### config.mk
export PLATFORM = sky130hd
export DESIGN_NAME = integer_to_ascii_formatter
export DESIGN_NICKNAME = d
export VERILOG_FILES = /design/src/sv/i2a_pkg.sv /design/src/sv/integer_to_ascii_formatter.sv
export SDC_FILE = /design/constraint.sdc
export NUM_CORES = 1
export LEC_CHECK = 0
export BUFFER_PORTS_ARGS = -buffer_cell sky130_fd_sc_hd__buf_4
export CORE_AREA = 3 3 181 183
export DETAILED_ROUTE_END_ITERATION = 12
export DIE_AREA = 0 0 184 186
export GPL_ROUTABILITY_DRIVEN = 1
export PLACE_DENSITY = 0.77
export SYNTH_ARGS = -nofsm -noshare
export SYNTH_HDL_FRONTEND = slang
export SYNTH_SLANG_ARGS = --single-unit
### constraint.sdc
create_clock -name clk_i -period 8.9 [get_ports clk_i]
set_clock_uncertainty 0.15 [all_clocks]
set_input_delay 0.89 -clock clk_i [delete_from_list [all_inputs] [get_ports clk_i]]
set_output_delay 0.89 -clock clk_i [all_outputs]
set_load 0.005 [all_outputs]
### src/sv/i2a_pkg.sv
// ----------------------------------------------------------------------------
// i2a_pkg: integer to ASCII formatter package
// Transfer types, character constants and the digit to character mapping.
// ----------------------------------------------------------------------------
package i2a_pkg;

  localparam int unsigned MaxChars = 64;

  localparam logic [7:0] CharZero  = 8'h30;
  localparam logic [7:0] CharAlpha = 8'h41;
  localparam logic [7:0] CharMinus = 8'h2D;

  localparam logic [2:0] BaseDec   = 3'd3;
  localparam logic [2:0] BaseMax   = 3'd5;

  typedef struct packed {
    logic [63:0]       value;
    logic              is_signed;
    logic [2:0]        base_code;
    logic signed [7:0] pad_width;
    logic [7:0]        pad_char;
  } in_t;

  typedef struct packed {
    logic [7:0] char_out;
    logic       last;
    logic [6:0] length;
  } out_t;

  function automatic logic [7:0] digit_char(input logic [4:0] d);
    logic [7:0] r;
    if (d < 5'd10) begin
      r = CharZero + {3'b000, d};
    end else begin
      r = CharAlpha + {3'b000, d} - 8'd10;
    end
    return r;
  endfunction

endpackage

### src/sv/integer_to_ascii_formatter.sv
// ----------------------------------------------------------------------------
// integer_to_ascii_formatter
// Formats a 64-bit number as ASCII text, one character per output transfer,
// sign first, then fill, then digits most significant first.
// ----------------------------------------------------------------------------
// Sequence: decimal items first pass through bit-serial BCD conversion, then
// every item skips leading zero digits (up to 63), ends the scan and passes a
// setup step before the first character is registered.
// Throughput: one character per cycle while the output is not stalled; an
// item holds off the input until its last character has been registered.
// Reset clears the sequencer and output valid; data registers are not reset.
// ----------------------------------------------------------------------------
module integer_to_ascii_formatter (
  input  logic          clk_i,
  input  logic          rst_ni,
  input  logic          in_valid_i,
  output logic          in_stall_o,
  input  i2a_pkg::in_t  in_data_i,
  output logic          out_valid_o,
  input  logic          out_stall_i,
  output i2a_pkg::out_t out_data_o
);

  localparam logic [2:0] StIdle  = 3'd0;
  localparam logic [2:0] StConv  = 3'd1;
  localparam logic [2:0] StCount = 3'd2;
  localparam logic [2:0] StSetup = 3'd3;
  localparam logic [2:0] StEmit  = 3'd4;

  logic [2:0]  state_q, state_d;
  logic        out_valid_q, out_valid_d;
  logic [5:0]  cnt_q, cnt_d;

  logic [79:0] dig_q, dig_d;
  logic [63:0] mag_q, mag_d;
  logic [2:0]  w_q, w_d;
  logic [6:0]  rem_q, rem_d;
  logic [6:0]  full_q, full_d;
  logic        neg_q, neg_d;
  logic        dec_q, dec_d;
  logic [7:0]  pad_q, pad_d;
  logic [7:0]  padc_q, padc_d;
  logic [6:0]  fill_q, fill_d;
  logic [6:0]  total_q, total_d;
  logic [6:0]  k_q, k_d;
  i2a_pkg::out_t out_q, out_d;

  logic        accept;
  logic        emit;
  logic [2:0]  code;
  logic [2:0]  shift;
  logic [4:0]  top;
  logic [79:0] adj;
  logic [6:0]  pad_eff;
  logic [6:0]  need;
  logic [63:0] v;

  assign accept      = in_valid_i && !in_stall_o;
  assign in_stall_o  = (state_q != StIdle);
  assign emit        = (state_q == StEmit) && (!out_valid_q || !out_stall_i);
  assign top         = dig_q[79:75] >> (3'd5 - w_q);
  assign out_valid_o = out_valid_q;
  assign out_data_o  = out_q;

  always_comb begin
    for (int i = 0; i < 20; i++) begin
      adj[i*4 +: 4] = (dig_q[i*4 +: 4] >= 4'd5) ? dig_q[i*4 +: 4] + 4'd3 : dig_q[i*4 +: 4];
    end
  end

  always_comb begin
    if (pad_q[7]) begin
      pad_eff = dec_q ? 7'd0 : full_q;
    end else if (pad_q > 8'(i2a_pkg::MaxChars)) begin
      pad_eff = 7'(i2a_pkg::MaxChars);
    end else begin
      pad_eff = pad_q[6:0];
    end
    need = rem_q + {6'd0, neg_q};
  end

  always_comb begin
    code  = (in_data_i.base_code > i2a_pkg::BaseMax) ? i2a_pkg::BaseMax : in_data_i.base_code;
    shift = (code < i2a_pkg::BaseDec) ? code + 3'd1 : code;
    v     = in_data_i.value;
  end

  always_comb begin
    state_d     = state_q;
    out_valid_d = out_valid_q;
    cnt_d       = cnt_q;
    dig_d       = dig_q;
    mag_d       = mag_q;
    w_d         = w_q;
    rem_d       = rem_q;
    full_d      = full_q;
    neg_d       = neg_q;
    dec_d       = dec_q;
    pad_d       = pad_q;
    padc_d      = padc_q;
    fill_d      = fill_q;
    total_d     = total_q;
    k_d         = k_q;
    out_d       = out_q;

    if (out_valid_q && !out_stall_i) begin
      out_valid_d = 1'b0;
    end

    unique case (state_q)
      StIdle: begin
        if (accept) begin
          pad_d  = in_data_i.pad_width;
          padc_d = in_data_i.pad_char;
          neg_d  = in_data_i.is_signed && v[63];
          if (in_data_i.is_signed || code == i2a_pkg::BaseDec) begin
            dec_d   = 1'b1;
            mag_d   = (in_data_i.is_signed && v[63]) ? ~v + 64'd1 : v;
            dig_d   = '0;
            w_d     = 3'd4;
            rem_d   = 7'd20;
            full_d  = 7'd20;
            cnt_d   = 6'd63;
            state_d = StConv;
          end else begin
            dec_d = 1'b0;
            w_d   = shift;
            case (shift)
              3'd3: begin
                dig_d  = {2'b00, v, 14'd0};
                full_d = 7'd22;
              end
              3'd5: begin
                dig_d  = {1'b0, v, 15'd0};
                full_d = 7'd13;
              end
              3'd1: begin
                dig_d  = {v, 16'd0};
                full_d = 7'd64;
              end
              3'd2: begin
                dig_d  = {v, 16'd0};
                full_d = 7'd32;
              end
              default: begin
                dig_d  = {v, 16'd0};
                full_d = 7'd16;
              end
            endcase
            rem_d   = full_d;
            state_d = StCount;
          end
        end
      end
      StConv: begin
        dig_d = {adj[78:0], mag_q[63]};
        mag_d = {mag_q[62:0], 1'b0};
        cnt_d = cnt_q - 6'd1;
        if (cnt_q == 6'd0) begin
          state_d = StCount;
        end
      end
      StCount: begin
        if (rem_q > 7'd1 && top == 5'd0) begin
          dig_d = dig_q << w_q;
          rem_d = rem_q - 7'd1;
        end else begin
          state_d = StSetup;
        end
      end
      StSetup: begin
        fill_d  = (pad_eff > need) ? pad_eff - need : 7'd0;
        total_d = need + fill_d;
        k_d     = '0;
        state_d = StEmit;
      end
      StEmit: begin
        if (emit) begin
          out_valid_d   = 1'b1;
          out_d.length  = total_q;
          out_d.last    = (k_q == total_q - 7'd1);
          k_d           = k_q + 7'd1;
          if (neg_q) begin
            out_d.char_out = i2a_pkg::CharMinus;
            neg_d          = 1'b0;
          end else if (fill_q != 7'd0) begin
            out_d.char_out = padc_q;
            fill_d         = fill_q - 7'd1;
          end else begin
            out_d.char_out = i2a_pkg::digit_char(top);
            dig_d          = dig_q << w_q;
            rem_d          = rem_q - 7'd1;
          end
          if (k_q == total_q - 7'd1) begin
            state_d = StIdle;
          end
        end
      end
      default: begin
        state_d = StIdle;
      end
    endcase
  end

  always_ff @(posedge clk_i or negedge rst_ni) begin
    if (!rst_ni) begin
      state_q     <= StIdle;
      out_valid_q <= 1'b0;
    end else begin
      state_q     <= state_d;
      out_valid_q <= out_valid_d;
    end
  end

  always_ff @(posedge clk_i) begin
    cnt_q   <= cnt_d;
    dig_q   <= dig_d;
    mag_q   <= mag_d;
    w_q     <= w_d;
    rem_q   <= rem_d;
    full_q  <= full_d;
    neg_q   <= neg_d;
    dec_q   <= dec_d;
    pad_q   <= pad_d;
    padc_q  <= padc_d;
    fill_q  <= fill_d;
    total_q <= total_d;
    k_q     <= k_d;
    out_q   <= out_d;
  end

endmodule

==> metrics.yaml <==
die:
  rows: 65
  die_h_um: 186
  fp.dieW_um: 184
  fp.coreArea_mm2: 0.0314
  die_area_mm2: 0.0342
  io_pins: 106
  start_util: 0.563
drt:
  dr.pass1.iters: 5
  via_per_inst: 6.53
  drc_errors: 0
  ant_nets: 0
  vias: 14700
  drtIter0Drc: 1342
  wl_um: 46600
  routedWlPerCell_um: 20.7
grt:
  gr-total-overflow: 0
  grt_usage: 0.267
  antenna_found_initial: 0
  grt_pass1_vias: 14400
  grt_pass1_wl_um: 74300
  grt_max_degree: 102
critical_path:
  cpMostUsedCell: "ha_1"
  setup.worst_path.end: "total_q[6]"
  critPathSlowestCell: "edfxtp_1"
  reg2reg_depth: 17
  critPathMaxFanout: 12
  path_delay_family: "compound AO/OA/AOI/OAI gates"
  crit_buf_inv: 1
  critical_path.endpoint_type: "register"
  cp_cell_sequence: "ha_1, ha_1, xor2_1, inv_1, ha_1, o21a_1, o31a_1, o41a_1, o21ai_1, nor2_1, ha_1, nor2b_1, nor3_1, o21bai_1, a21oi_1, xnor2_1, xnor2_1"
  critPathMaxStageDelay_ps: 620
  r2r_end: "total_q[6]"
  reg2reg_slack_ps: 4340
  cp.arrival_ps: 4670
  startpoint: "neg_q"
  r2r_start: "neg_q"
  worst-setup-path-type: "reg -> reg"
  worstSetupPathDepth: 17
  critPathLaunchType: "register"
  worstPathRequired_ps: 9010
cells_and_area:
  regArea_mm2: 0.00674
  final_cells: 2255
  layout_commonest_cell: "edfxtp_1"
  multi_input_area_mm2: 0.0101
  final_core_util: 0.621
  drive_above_1_share: 0.140
  antennaDiodeCount: 0
  fill_cells: 2603
  areaGrowthSynthToFinish_pct: 10.3
  fin_nets: 1989
  final_cell_mix: "edfxtp_1, a21oi_1, o21ai_0, nand2_1, buf_4"
timing:
  post-route-period-util: 0.512
  rsz0062_at_grt: "false"
  setup_slack_ps: 4340
  fmax_mhz: 219
  tightest_slew_ps: 1120
  setup_tns_ps: 0
  slew_viol_final: 0
  max_slew_margin: 0.255
  setup_viol_count_final: 0
  period_needed_ps: 4560
  hold_viol: 0
run_status:
  status: "finished clean"
clocking:
  cts_tree: "done"
  cts_resized: 0
  cts_buffers: 26
  ctsHoldBuffers: 1
  clock_sinks: 225
  clk_latency_ps: 550
  cts-root-buf: "clkbuf_16"
  postCtsSetupBuffers: 0
  path_clk_slew_ps: 60
  htreeDepth: 1
  clockBufferDepth: 3
yosys:
  synth_cells: 1820
  yosysSeqAreaShare: 0.381
  ys_async_sr_fraction: 0.0178
  synth_top_area_share: 0.375
  syn_area_mm2: 0.0177
  synthFlopType: "edfxtp_1"
  yosys-top-cells-area: "edfxtp_1, mux4_2, a21oi_1"
  synth-edff-count: 221
  ys_seq_elements: 225
  synth_nets: 1976
  yosys_warnings: 0
  synth_area_leader_cell: "edfxtp_1"
  synth_area_per_cell_um2: 9.71
  ys_types: 67
pwr:
  clkPwrFrac: 0.168
  power_density_mw_per_mm2: 349
  power_frac_comb: 0.484
  p_sw_frac: 0.415
  p_leak_nw: 7.12
  cellInternalPower_mw: 3.98
  ir_drop_mv: 0.320
  p_switching_mw: 2.83
  power_frac_seq: 0.348
  power_mw: 6.81
placement:
  place.gp.congestion: 0.880
  place_ws_ps: 4340
  dp.cells: 2206
  numPortBuffers: 105
  hpwl_um: 31800
flow_run:
  cap_violations: 0
hold_path:
  hold_class: "reg -> reg"
## worst register-to-register path: stages, from the launching register on
cell      delay [ps]
edfxtp_1         620
ha_1             280
ha_1             210
xor2_1           230
inv_1             80
ha_1             350
o21a_1           190
o31a_1           140
o41a_1           380
o21ai_1          380
nor2_1           100
ha_1             330
nor2b_1          150
nor3_1           190
o21bai_1         100
a21oi_1          190
xnor2_1          150
xnor2_1           80
## flip-flops by register name (all words and copies together), names as in the netlist, 7 cells and up
register    cells
padc_q          8
rem_q           7
pad_q           8
k_q             7
dig_q          80
total_q         7
mag_q          64
fill_q          7
out_data_o     16
## worst min-delay path by stage
| stage | startpoint | end | slack, ps | depth (start not counted) |
|---|---|---|---|---|
| final | total_q[6] | out_data_o[6] | 360 | 0 |
| after global routing | in_data_i[8] | pad_q[0] | 370 | 1 |
| after CTS | total_q[6] | out_data_o[6] | 360 | 0 |
| after detailed placement | total_q[6] | out_data_o[6] | 340 | 0 |
| after global placement | total_q[6] | out_data_o[6] | 340 | 0 |
| after floorplan | total_q[6] | out_data_o[6] | 300 | 0 |
## metrics by stage
stage                     cell area, µm²  hold WS, ps
after CTS                          19500          355
after global routing               19500          371
final                              19500          355
after detailed placement           18600          339
after floorplan                    17700          299
after global placement             18600          337
## final cells by class
type | count | area share
sequential | 225 | 0.345
inverter | 77 | 0.0148
clock buffer | 31 | 0.0364
clock inverter | 17 | 0.0103
multi-input combinational | 1381 | 0.520
timing repair buffer | 122 | 0.0471
tap | 402 | 0.0258
## metal layers
| layer | track usage | vias to the layer above | share of wire |
|---|---|---|---|
| li1 | - | 6850 | - |
| met1 | 0.338 | 7123 | 0.40 |
| met2 | 0.475 | 645 | 0.51 |
| met3 | 0.0262 | 101 | 0.063 |
| met4 | 0.104 | 0 | 0.036 |
| met5 | 0 | - | 0 |
## kinds of logic (layout without fill, tap and decap cells)
family                     after synthesis  in the layout  synth area share
AOI/OAI and AO/OA                      608            608             0.214
and+or+nand+nor                        422            422             0.117
DFF                                    225            225             0.381
buffers and inverters                  214            247            0.0490
muxes                                  148            148             0.122
xor gates and xnor gates               135            135            0.0669
adders and majority gates               68             68            0.0490
## cell usage after synthesis (5+ instances only)
master and instances:
xor2_1 64, o21ai_0 176, o21a_1 6, or4_1 9
o41ai_1 15, nor3_1 31, nand2b_1 25, nor3b_1 25
o32a_1 11, mux2i_1 82, and2_1 8, nor2b_1 18
nand3_1 17, o21bai_1 5, buf_2 6, nor2_1 117
o22a_1 41, a31oi_1 13, a21o_1 5, a211oi_1 15
xnor2_1 71, mux2_2 13, a22o_1 65, mux4_2 53
inv_1 77, a21oi_1 207, o31ai_1 14, buf_1 22
ha_1 66, or3_1 7, o22ai_1 10, edfxtp_1 221
clkbuf_1 100, nand2_1 136
## power groups by stage
| stage | combinational, mW | sequential, mW | clock, mW |
|---|---|---|---|
| 2_1_floorplan | 2.56 | 2.26 | 0 |
| 3_3_place_gp | 3.15 | 2.34 | 0 |
| 3_5_place_dp | 3.26 | 2.37 | 0 |
| 4_1_cts | 3.29 | 2.35 | 1.16 |
| 5_1_grt | 3.67 | 2.43 | 1.20 |
| 6_report | 3.30 | 2.37 | 1.14 |
No activity file was read; power rests on OpenSTA's default activity.
